[config.mk]
export PLATFORM = sky130hd
export DESIGN_NAME = windowed_altitude_percent
export DESIGN_NICKNAME = d
export VERILOG_FILES = /design/src/sv/wap_pkg.sv /design/src/sv/wap_cell.sv /design/src/sv/wap_mean.sv /design/src/sv/wap_pct.sv /design/src/sv/windowed_altitude_percent.sv
export SDC_FILE = /design/constraint.sdc
export NUM_CORES = 1
export LEC_CHECK = 0
export BUFFER_PORTS_ARGS = -buffer_cell sky130_fd_sc_hd__buf_4
export CORE_MARGIN = 4
export CORE_UTILIZATION = 57
export DETAILED_ROUTE_END_ITERATION = 6
export PLACE_DENSITY_LB_ADDON = 0.15
export SLEW_MARGIN = 20
export SYNTH_ARGS = -nofsm -noshare
export SYNTH_HDL_FRONTEND = slang
export SYNTH_SLANG_ARGS = --single-unit
[constraint.sdc]
create_clock -name clk -period 6.1 [get_ports clk]
set_input_delay 1.22 -clock clk [delete_from_list [all_inputs] [get_ports clk]]
set_output_delay 1.22 -clock clk [all_outputs]
set_load 0.1 [all_outputs]
[src/sv/wap_pkg.sv]
// Package of shared types and constants for the windowed altitude percent filter.
`default_nettype none

package wap_pkg;

	localparam int SampleW   = 12;
	localparam int SampleMax = 4095;
	localparam int MeanW     = 12;
	localparam int PctW      = 10;
	localparam int DiffW     = 13;
	localparam int MagW      = 12;

	localparam int SpanLow   = 1241;
	localparam int SpanHigh  = 2482;
	localparam int Span      = SpanHigh - SpanLow;
	localparam int PctScale  = 100;
	localparam int PctLimit  = 330;

	// Reciprocal of Span scaled by PctScale; 2**PctShift exceeds any magnitude,
	// so the estimate is at most one below the true quotient.
	localparam int PctShift  = 13;
	localparam int PctRecip  = (PctScale << PctShift) / Span;
	localparam int PctRecipW = $clog2(PctRecip + 1);
	localparam int PctProdW  = MagW + PctRecipW;
	localparam int EstW      = 9;
	localparam int ScaledW   = $clog2(SampleMax * PctScale + 1);

	typedef struct packed {
		logic [SampleW-1:0] sample;
		logic               capture;
	} in_t;

	typedef struct packed {
		logic [MeanW-1:0]       mean;
		logic signed [PctW-1:0] percent;
	} out_t;

endpackage

`default_nettype wire

[src/sv/wap_cell.sv]
// One cell of the sample window: holds a sample and passes it on at each shift.
`default_nettype none

module wap_cell (
	input  wire logic                          clk,
	input  wire logic                          arst_n,
	input  wire logic                          shift,
	input  wire logic [wap_pkg::SampleW-1:0]   d,
	output logic      [wap_pkg::SampleW-1:0]   q
);

	logic [wap_pkg::SampleW-1:0] sample_q;

	always_ff @(posedge clk or negedge arst_n) begin
		if (!arst_n) begin
			sample_q <= '0;
		end else if (shift) begin
			sample_q <= d;
		end
	end

	assign q = sample_q;

endmodule

`default_nettype wire

[src/sv/wap_mean.sv]
// Rounded window mean: reciprocal multiply stage followed by a one-step correction.
`default_nettype none

module wap_mean #(
	parameter  int WINDOW = 16,
	localparam int SumW   = $clog2(WINDOW * wap_pkg::SampleMax + 1)
) (
	input  wire logic                        clk,
	input  wire logic                        en,
	input  wire logic [SumW-1:0]             sum,
	output logic      [wap_pkg::MeanW-1:0]   mean
);

	localparam int NumW = $clog2(2 * WINDOW * wap_pkg::SampleMax + WINDOW + 1);
	localparam longint unsigned RecipM = (longint'(1) << NumW) / longint'(2 * WINDOW);
	localparam int RecipW = $clog2(RecipM + 1);
	localparam int ProdW  = NumW + RecipW;
	localparam logic [NumW-1:0]   DivD  = NumW'(2 * WINDOW);
	localparam logic [NumW-1:0]   HalfD = NumW'(WINDOW);
	localparam logic [RecipW-1:0] Recip = RecipW'(RecipM);

	logic [NumW-1:0]           num;
	logic [ProdW-1:0]          prod;
	logic [wap_pkg::MeanW-1:0] q_est_s2;
	logic [NumW-1:0]           num_s2;
	logic [NumW-1:0]           back;
	logic [NumW-1:0]           rem;

	assign num  = NumW'({sum, 1'b0}) + HalfD;
	assign prod = ProdW'(num) * ProdW'(Recip);

	always_ff @(posedge clk) begin
		if (en) begin
			q_est_s2 <= wap_pkg::MeanW'(prod >> NumW);
			num_s2   <= num;
		end
	end

	// The estimate is the quotient or one below it; the remainder decides.
	assign back = NumW'(q_est_s2) * DivD;
	assign rem  = num_s2 - back;
	assign mean = q_est_s2 + wap_pkg::MeanW'(rem >= DivD);

endmodule

`default_nettype wire

[src/sv/wap_pct.sv]
// Altitude percent: scaled division by the span, truncated toward zero.
`default_nettype none

module wap_pct (
	input  wire logic                              clk,
	input  wire logic                              en,
	input  wire logic signed [wap_pkg::DiffW-1:0]  diff,
	output logic signed      [wap_pkg::PctW-1:0]   pct
);

	logic                           neg;
	logic signed [wap_pkg::DiffW-1:0] abs_diff;
	logic [wap_pkg::MagW-1:0]       mag;
	logic [wap_pkg::PctProdW-1:0]   prod;
	logic [wap_pkg::EstW-1:0]       est_s4;
	logic [wap_pkg::MagW-1:0]       mag_s4;
	logic                           neg_s4;
	logic [wap_pkg::ScaledW-1:0]    scaled;
	logic [wap_pkg::ScaledW-1:0]    back;
	logic [wap_pkg::ScaledW-1:0]    rem;
	logic [wap_pkg::EstW-1:0]       quo;
	logic signed [wap_pkg::PctW-1:0] quo_s;

	assign neg      = diff[wap_pkg::DiffW-1];
	assign abs_diff = neg ? -diff : diff;
	assign mag      = wap_pkg::MagW'(abs_diff);
	assign prod     = wap_pkg::PctProdW'(mag) * wap_pkg::PctProdW'(wap_pkg::PctRecip);

	always_ff @(posedge clk) begin
		if (en) begin
			est_s4 <= wap_pkg::EstW'(prod >> wap_pkg::PctShift);
			mag_s4 <= mag;
			neg_s4 <= neg;
		end
	end

	assign scaled = wap_pkg::ScaledW'(mag_s4) * wap_pkg::ScaledW'(wap_pkg::PctScale);
	assign back   = wap_pkg::ScaledW'(est_s4) * wap_pkg::ScaledW'(wap_pkg::Span);
	assign rem    = scaled - back;
	assign quo    = est_s4 + wap_pkg::EstW'(rem >= wap_pkg::ScaledW'(wap_pkg::Span));
	assign quo_s  = wap_pkg::PctW'(quo);
	assign pct    = neg_s4 ? -quo_s : quo_s;

endmodule

`default_nettype wire

[src/sv/windowed_altitude_percent.sv]
// An accepted item's valid flag moves through v_s1, v_s2, v_s3, v_s4 and out_valid_q.
// Throughput: one item per cycle; the window cells shift and the running sum
// updates once per accepted item, and the whole pipeline stalls together.
// Reset clears the window cells, the running sum, the ground reference and
// all valid flags, so the first means count the empty cells as zeros.
`default_nettype none

module windowed_altitude_percent #(
	parameter int WINDOW = 16
) (
	input  wire logic          clk,
	input  wire logic          arst_n,
	input  wire logic          in_valid,
	output logic               in_ready,
	input  wire wap_pkg::in_t  in_data,
	output logic               out_valid,
	input  wire logic          out_ready,
	output wap_pkg::out_t      out_data
);

	localparam int SumW = $clog2(WINDOW * wap_pkg::SampleMax + 1);

	logic                             en;
	logic                             accept;
	logic [wap_pkg::SampleW-1:0]      tap [WINDOW];
	logic [SumW-1:0]                  sum_q;
	logic                             v_s1, v_s2, v_s3, v_s4;
	logic                             cap_s1, cap_s2;
	logic [wap_pkg::MeanW-1:0]        mean_c;
	logic [wap_pkg::MeanW-1:0]        ground_q;
	logic signed [wap_pkg::DiffW-1:0] diff_c;
	logic [wap_pkg::MeanW-1:0]        mean_s3, mean_s4;
	logic signed [wap_pkg::DiffW-1:0] diff_s3;
	logic signed [wap_pkg::PctW-1:0]  pct_c;
	logic                             out_valid_q;
	wap_pkg::out_t                    out_q;

	assign en       = !out_valid_q || out_ready;
	assign accept   = in_valid && en;
	assign in_ready = en;

	genvar gi;
	generate
		for (gi = 0; gi < WINDOW; gi++) begin : g_cell
			if (gi == 0) begin : g_head
				wap_cell u_cell (
					.clk    (clk),
					.arst_n (arst_n),
					.shift  (accept),
					.d      (in_data.sample),
					.q      (tap[gi])
				);
			end else begin : g_link
				wap_cell u_cell (
					.clk    (clk),
					.arst_n (arst_n),
					.shift  (accept),
					.d      (tap[gi-1]),
					.q      (tap[gi])
				);
			end
		end
	endgenerate

	// The last cell holds the sample that leaves the window on this item.
	always_ff @(posedge clk or negedge arst_n) begin
		if (!arst_n) begin
			sum_q <= '0;
		end else if (accept) begin
			sum_q <= sum_q - SumW'(tap[WINDOW-1]) + SumW'(in_data.sample);
		end
	end

	always_ff @(posedge clk or negedge arst_n) begin
		if (!arst_n) begin
			v_s1        <= 1'b0;
			v_s2        <= 1'b0;
			v_s3        <= 1'b0;
			v_s4        <= 1'b0;
			out_valid_q <= 1'b0;
		end else if (en) begin
			v_s1        <= in_valid;
			v_s2        <= v_s1;
			v_s3        <= v_s2;
			v_s4        <= v_s3;
			out_valid_q <= v_s4;
		end
	end

	always_ff @(posedge clk) begin
		if (en) begin
			cap_s1 <= in_data.capture;
			cap_s2 <= cap_s1;
		end
	end

	wap_mean #(
		.WINDOW (WINDOW)
	) u_mean (
		.clk  (clk),
		.en   (en),
		.sum  (sum_q),
		.mean (mean_c)
	);

	// A capturing item takes its own mean as reference, so its difference is zero.
	always_ff @(posedge clk or negedge arst_n) begin
		if (!arst_n) begin
			ground_q <= '0;
		end else if (en && v_s2 && cap_s2) begin
			ground_q <= mean_c;
		end
	end

	assign diff_c = cap_s2 ? '0 : $signed({1'b0, ground_q}) - $signed({1'b0, mean_c});

	always_ff @(posedge clk) begin
		if (en) begin
			mean_s3 <= mean_c;
			diff_s3 <= diff_c;
			mean_s4 <= mean_s3;
		end
	end

	wap_pct u_pct (
		.clk  (clk),
		.en   (en),
		.diff (diff_s3),
		.pct  (pct_c)
	);

	always_ff @(posedge clk) begin
		if (en) begin
			out_q.mean    <= mean_s4;
			out_q.percent <= pct_c;
		end
	end

	assign out_valid = out_valid_q;
	assign out_data  = out_q;

	a_capture_zero: assert property (@(posedge clk) disable iff (!arst_n)
		en && v_s2 && cap_s2 |=> diff_s3 == '0)
		else $error("capturing item did not give a zero difference");

	a_stall_holds_sum: assert property (@(posedge clk) disable iff (!arst_n)
		!en |=> $stable(sum_q))
		else $error("running sum changed while the pipeline was stalled");

	a_pct_range: assert property (@(posedge clk) disable iff (!arst_n)
		out_valid_q |-> ($signed(out_q.percent) <= wap_pkg::PctW'(wap_pkg::PctLimit)
			&& $signed(out_q.percent) >= -$signed(wap_pkg::PctW'(wap_pkg::PctLimit))))
		else $error("percent result out of range");

endmodule

`default_nettype wire

==> impl_metrics.json <==
{
  "status": "finished with violations",
  "violations": "setup timing",
  "synth.distinct_cells": 60,
  "worstReg2RegEnd": "out_data[7]",
  "detail_route.vias_per_cell": 5.258,
  "syn_avg_cell_area_sq_um": 12.19,
  "hold_path_depth": 0,
  "dpl.hpwl_microns": 22480,
  "fmax_mhz": 162.8,
  "n_fill_cell": 2350,
  "multiInputGateArea_sq_mm": 0.009144,
  "min_from": "cap_s1",
  "period_minus_slack_ns": 6.141,
  "numCtsBuffers": 36,
  "gp_congestion": 0.8370,
  "antenna_found_initial": 0,
  "synthArstFlopShare_pct": 70.31,
  "drcViolationCount": 0,
  "critPathArrivalTime_ns": 6.38,
  "die_x_microns": 186.8,
  "die_area_sq_mm": 0.03488,
  "min_to": "cap_s2",
  "h-tree-depth": 2,
  "port_buffers": 40,
  "maxSlewViolCount": 0,
  "ys.flop_type": "dfrtp_1",
  "layout-drive-gt1-share_pct": 27.39,
  "grt_start_max_net_pins": 137,
  "setup_ws_ns": -0.04146,
  "cp_data_required_time_ns": 6.34,
  "rsz0062_at_grt": "yes",
  "synth_top_area_share_pct": 30.92,
  "rrSetupSlack_ns": -0.04,
  "syn-cell-area_sq_mm": 0.01821,
  "start_util_pct": 57.72,
  "gr-total-overflow": 0,
  "synth-seq-cells": 320,
  "skew_ns": 0.02928,
  "synthTopCellsByArea": "dfrtp_1 (31%), edfxtp_1 (16%), ha_1 (13%)",
  "drtIter0Drc": 345,
  "grt_pass1_wl_microns": 54730,
  "worst_setup_path_start_kind": "flip-flop",
  "root_buffer": "clkbuf_16",
  "hold_class": "reg2reg",
  "max_slew_margin_pct": 32.09,
  "num_antenna_cells": 0,
  "ys_warn_count": 0,
  "syn-num-nets": 1766,
  "synth-edff-count": 95,
  "cp_max_fo": 5,
  "cap_violations": 0,
  "dieHeight_microns": 186.8,
  "grt_pass1_vias": 11430,
  "tightestPinTransition_ns": 1.019,
  "synthCells": 1494,
  "crit_type": "reg2reg",
  "final_cell_area_sq_mm": 0.02118,
  "io_pins": 41,
  "insertion_delay_ns": 0.52,
  "row_count": 65,
  "routed_wl_microns": 31800,
  "cts_tree": "yes",
  "finalHoldViolations": 0,
  "track_usage_pct": 18.58,
  "final_common_cell": "dfrtp_1",
  "end_kind": "flip-flop",
  "cts_max_path_buffers": 3,
  "startpoint": "u_pct.est_s4[4]",
  "seq_area_sq_mm": 0.008483,
  "reg2reg_from": "u_pct.est_s4[4]",
  "path_clk_slew_ns": 0.06,
  "nets": 1896,
  "layout_common_cells": "dfrtp_1 (225), inv_1 (223), mux2_2 (195)",
  "stdcell_count": 2052,
  "rr_worst_depth": 25,
  "placed_cells": 1968,
  "wl_per_cell_microns": 15.50,
  "fin_crit_sh_pct": 100.7,
  "antenna_left": 0,
  "seq_area_frac_synth_pct": 46.58,
  "synth.largest_area_cell": "dfrtp_1",
  "setup_violations": 3,
  "cts_sinks": 320,
  "core_area_sq_mm": 0.03156,
  "placed_area_sq_mm": 0.01945,
  "drt_pre_antenna_iters": 4,
  "vias": 10790,
  "syn2layout_area_growth_pct": 16.29
}
-- state kept, by name, summed over array words and instances, names as in the netlist, 9 cells and up --
signal,count
g_cell.g_link.u_cell.q,180
g_cell.g_head.u_cell.q,12
u_mean.q_est_s2,11
u_pct.est_s4,9
out_data,22
u_pct.mag_s4,12
mean_s3,12
ground_q,12
sum_q,16
diff_s3,13
mean_s4,12
-- per-stage QoR --
step                      TNS (ns)  util (%)  hold slack (ns)  worst slack (ns)
after floorplan                  0         -           0.4003         0.0003544
after global placement     -0.4859     61.63           0.4004           -0.1700
after detailed placement    -1.387     61.63           0.4045           -0.3533
after CTS                  -0.3456     66.18           0.4122           -0.1217
after global routing        -1.373     67.12           0.4225           -0.2889
final                     -0.09177     67.12           0.4141          -0.04146
-- worst max path at each step --
stage                   to  slack (ns)  cells after the start
6_report       out_data[7]       -0.04                     25
5_1_grt        out_data[7]       -0.29                     30
4_1_cts        out_data[7]       -0.12                     26
3_5_place_dp   out_data[8]       -0.35                     27
3_3_place_gp   out_data[8]       -0.17                     27
2_1_floorplan  out_data[8]      0.0004                     29
-- routing by layer --
layer	track usage, %	vias up	part of all wire, %
met5	0	-	0
met4	5.148	0	2.2
met3	2.712	58	2.6
met2	32.38	112	49
met1	24.54	5269	46
li1	-	5351	-
-- cells in the mapped netlist (18+ instances only) --
library cell / n
ha_1: 189
nand2_1: 62
nand3_1: 18
dfrtp_1: 225
nor2_1: 42
inv_1: 230
mux2_2: 195
clkbuf_1: 33
fa_1: 66
nor3_1: 23
xor2_1: 25
o21ai_0: 57
a21oi_1: 32
xnor2_1: 51
edfxtp_1: 95
-- critical path, stage by stage, from the launching register on --
cell and delay [ns]:
edfxtp_1 0.48, ha_1 0.39, fa_1 0.52, inv_1 0.06, fa_1 0.52, inv_1 0.05, fa_1 0.54, inv_1 0.06
fa_1 0.48, ha_1 0.22, or3_1 0.34, o21ai_0 0.12, a21oi_2 0.10, a211oi_2 0.16, a21oi_1 0.08, nor4_2 0.30
nand4_1 0.14, ha_2 0.22, ha_4 0.19, xnor2_4 0.18, and3_4 0.22, nand3b_1 0.12, nor2_1 0.13, nand2_1 0.08
nand2_2 0.10, xor2_1 0.07
-- logic make-up (layout without fill, tap and decap cells) --
| logic type | count (synthesis) | count (layout) | share of synthesized area, % |
|---|---|---|---|
| DFF | 320 | 320 | 46.58 |
| and+or+nand+nor | 212 | 212 | 5.688 |
| buffers and inverters | 263 | 419 | 5.420 |
| AOI/OAI and AO/OA | 170 | 170 | 6.197 |
| adders and majority gates | 255 | 255 | 20.24 |
| xor gates and xnor gates | 76 | 76 | 3.655 |
| muxes | 198 | 198 | 12.22 |
-- timing repair --
| action | CTS | global route |
|---|---|---|
| pin swaps | 36 | 35 |
| endpoints found under the setup margin | 7 | 9 |
| setup buffers | 8 | 11 |
| resized for setup | 37 | 35 |
| hold buffers | 0 | 0 |
-- final cells by class --
type                       count  area share, %
multi-input combinational    911          43.17
inverter                     230          4.100
clock inverter                17         0.7857
clock buffer                  47          4.744
sequential                   320          40.05
tap                          402          2.375
timing repair buffer         125          4.768
Power is left out: the tool's default activity adds up to more than one toggle a clock period on the data nets, which glitch-free logic cannot reach.
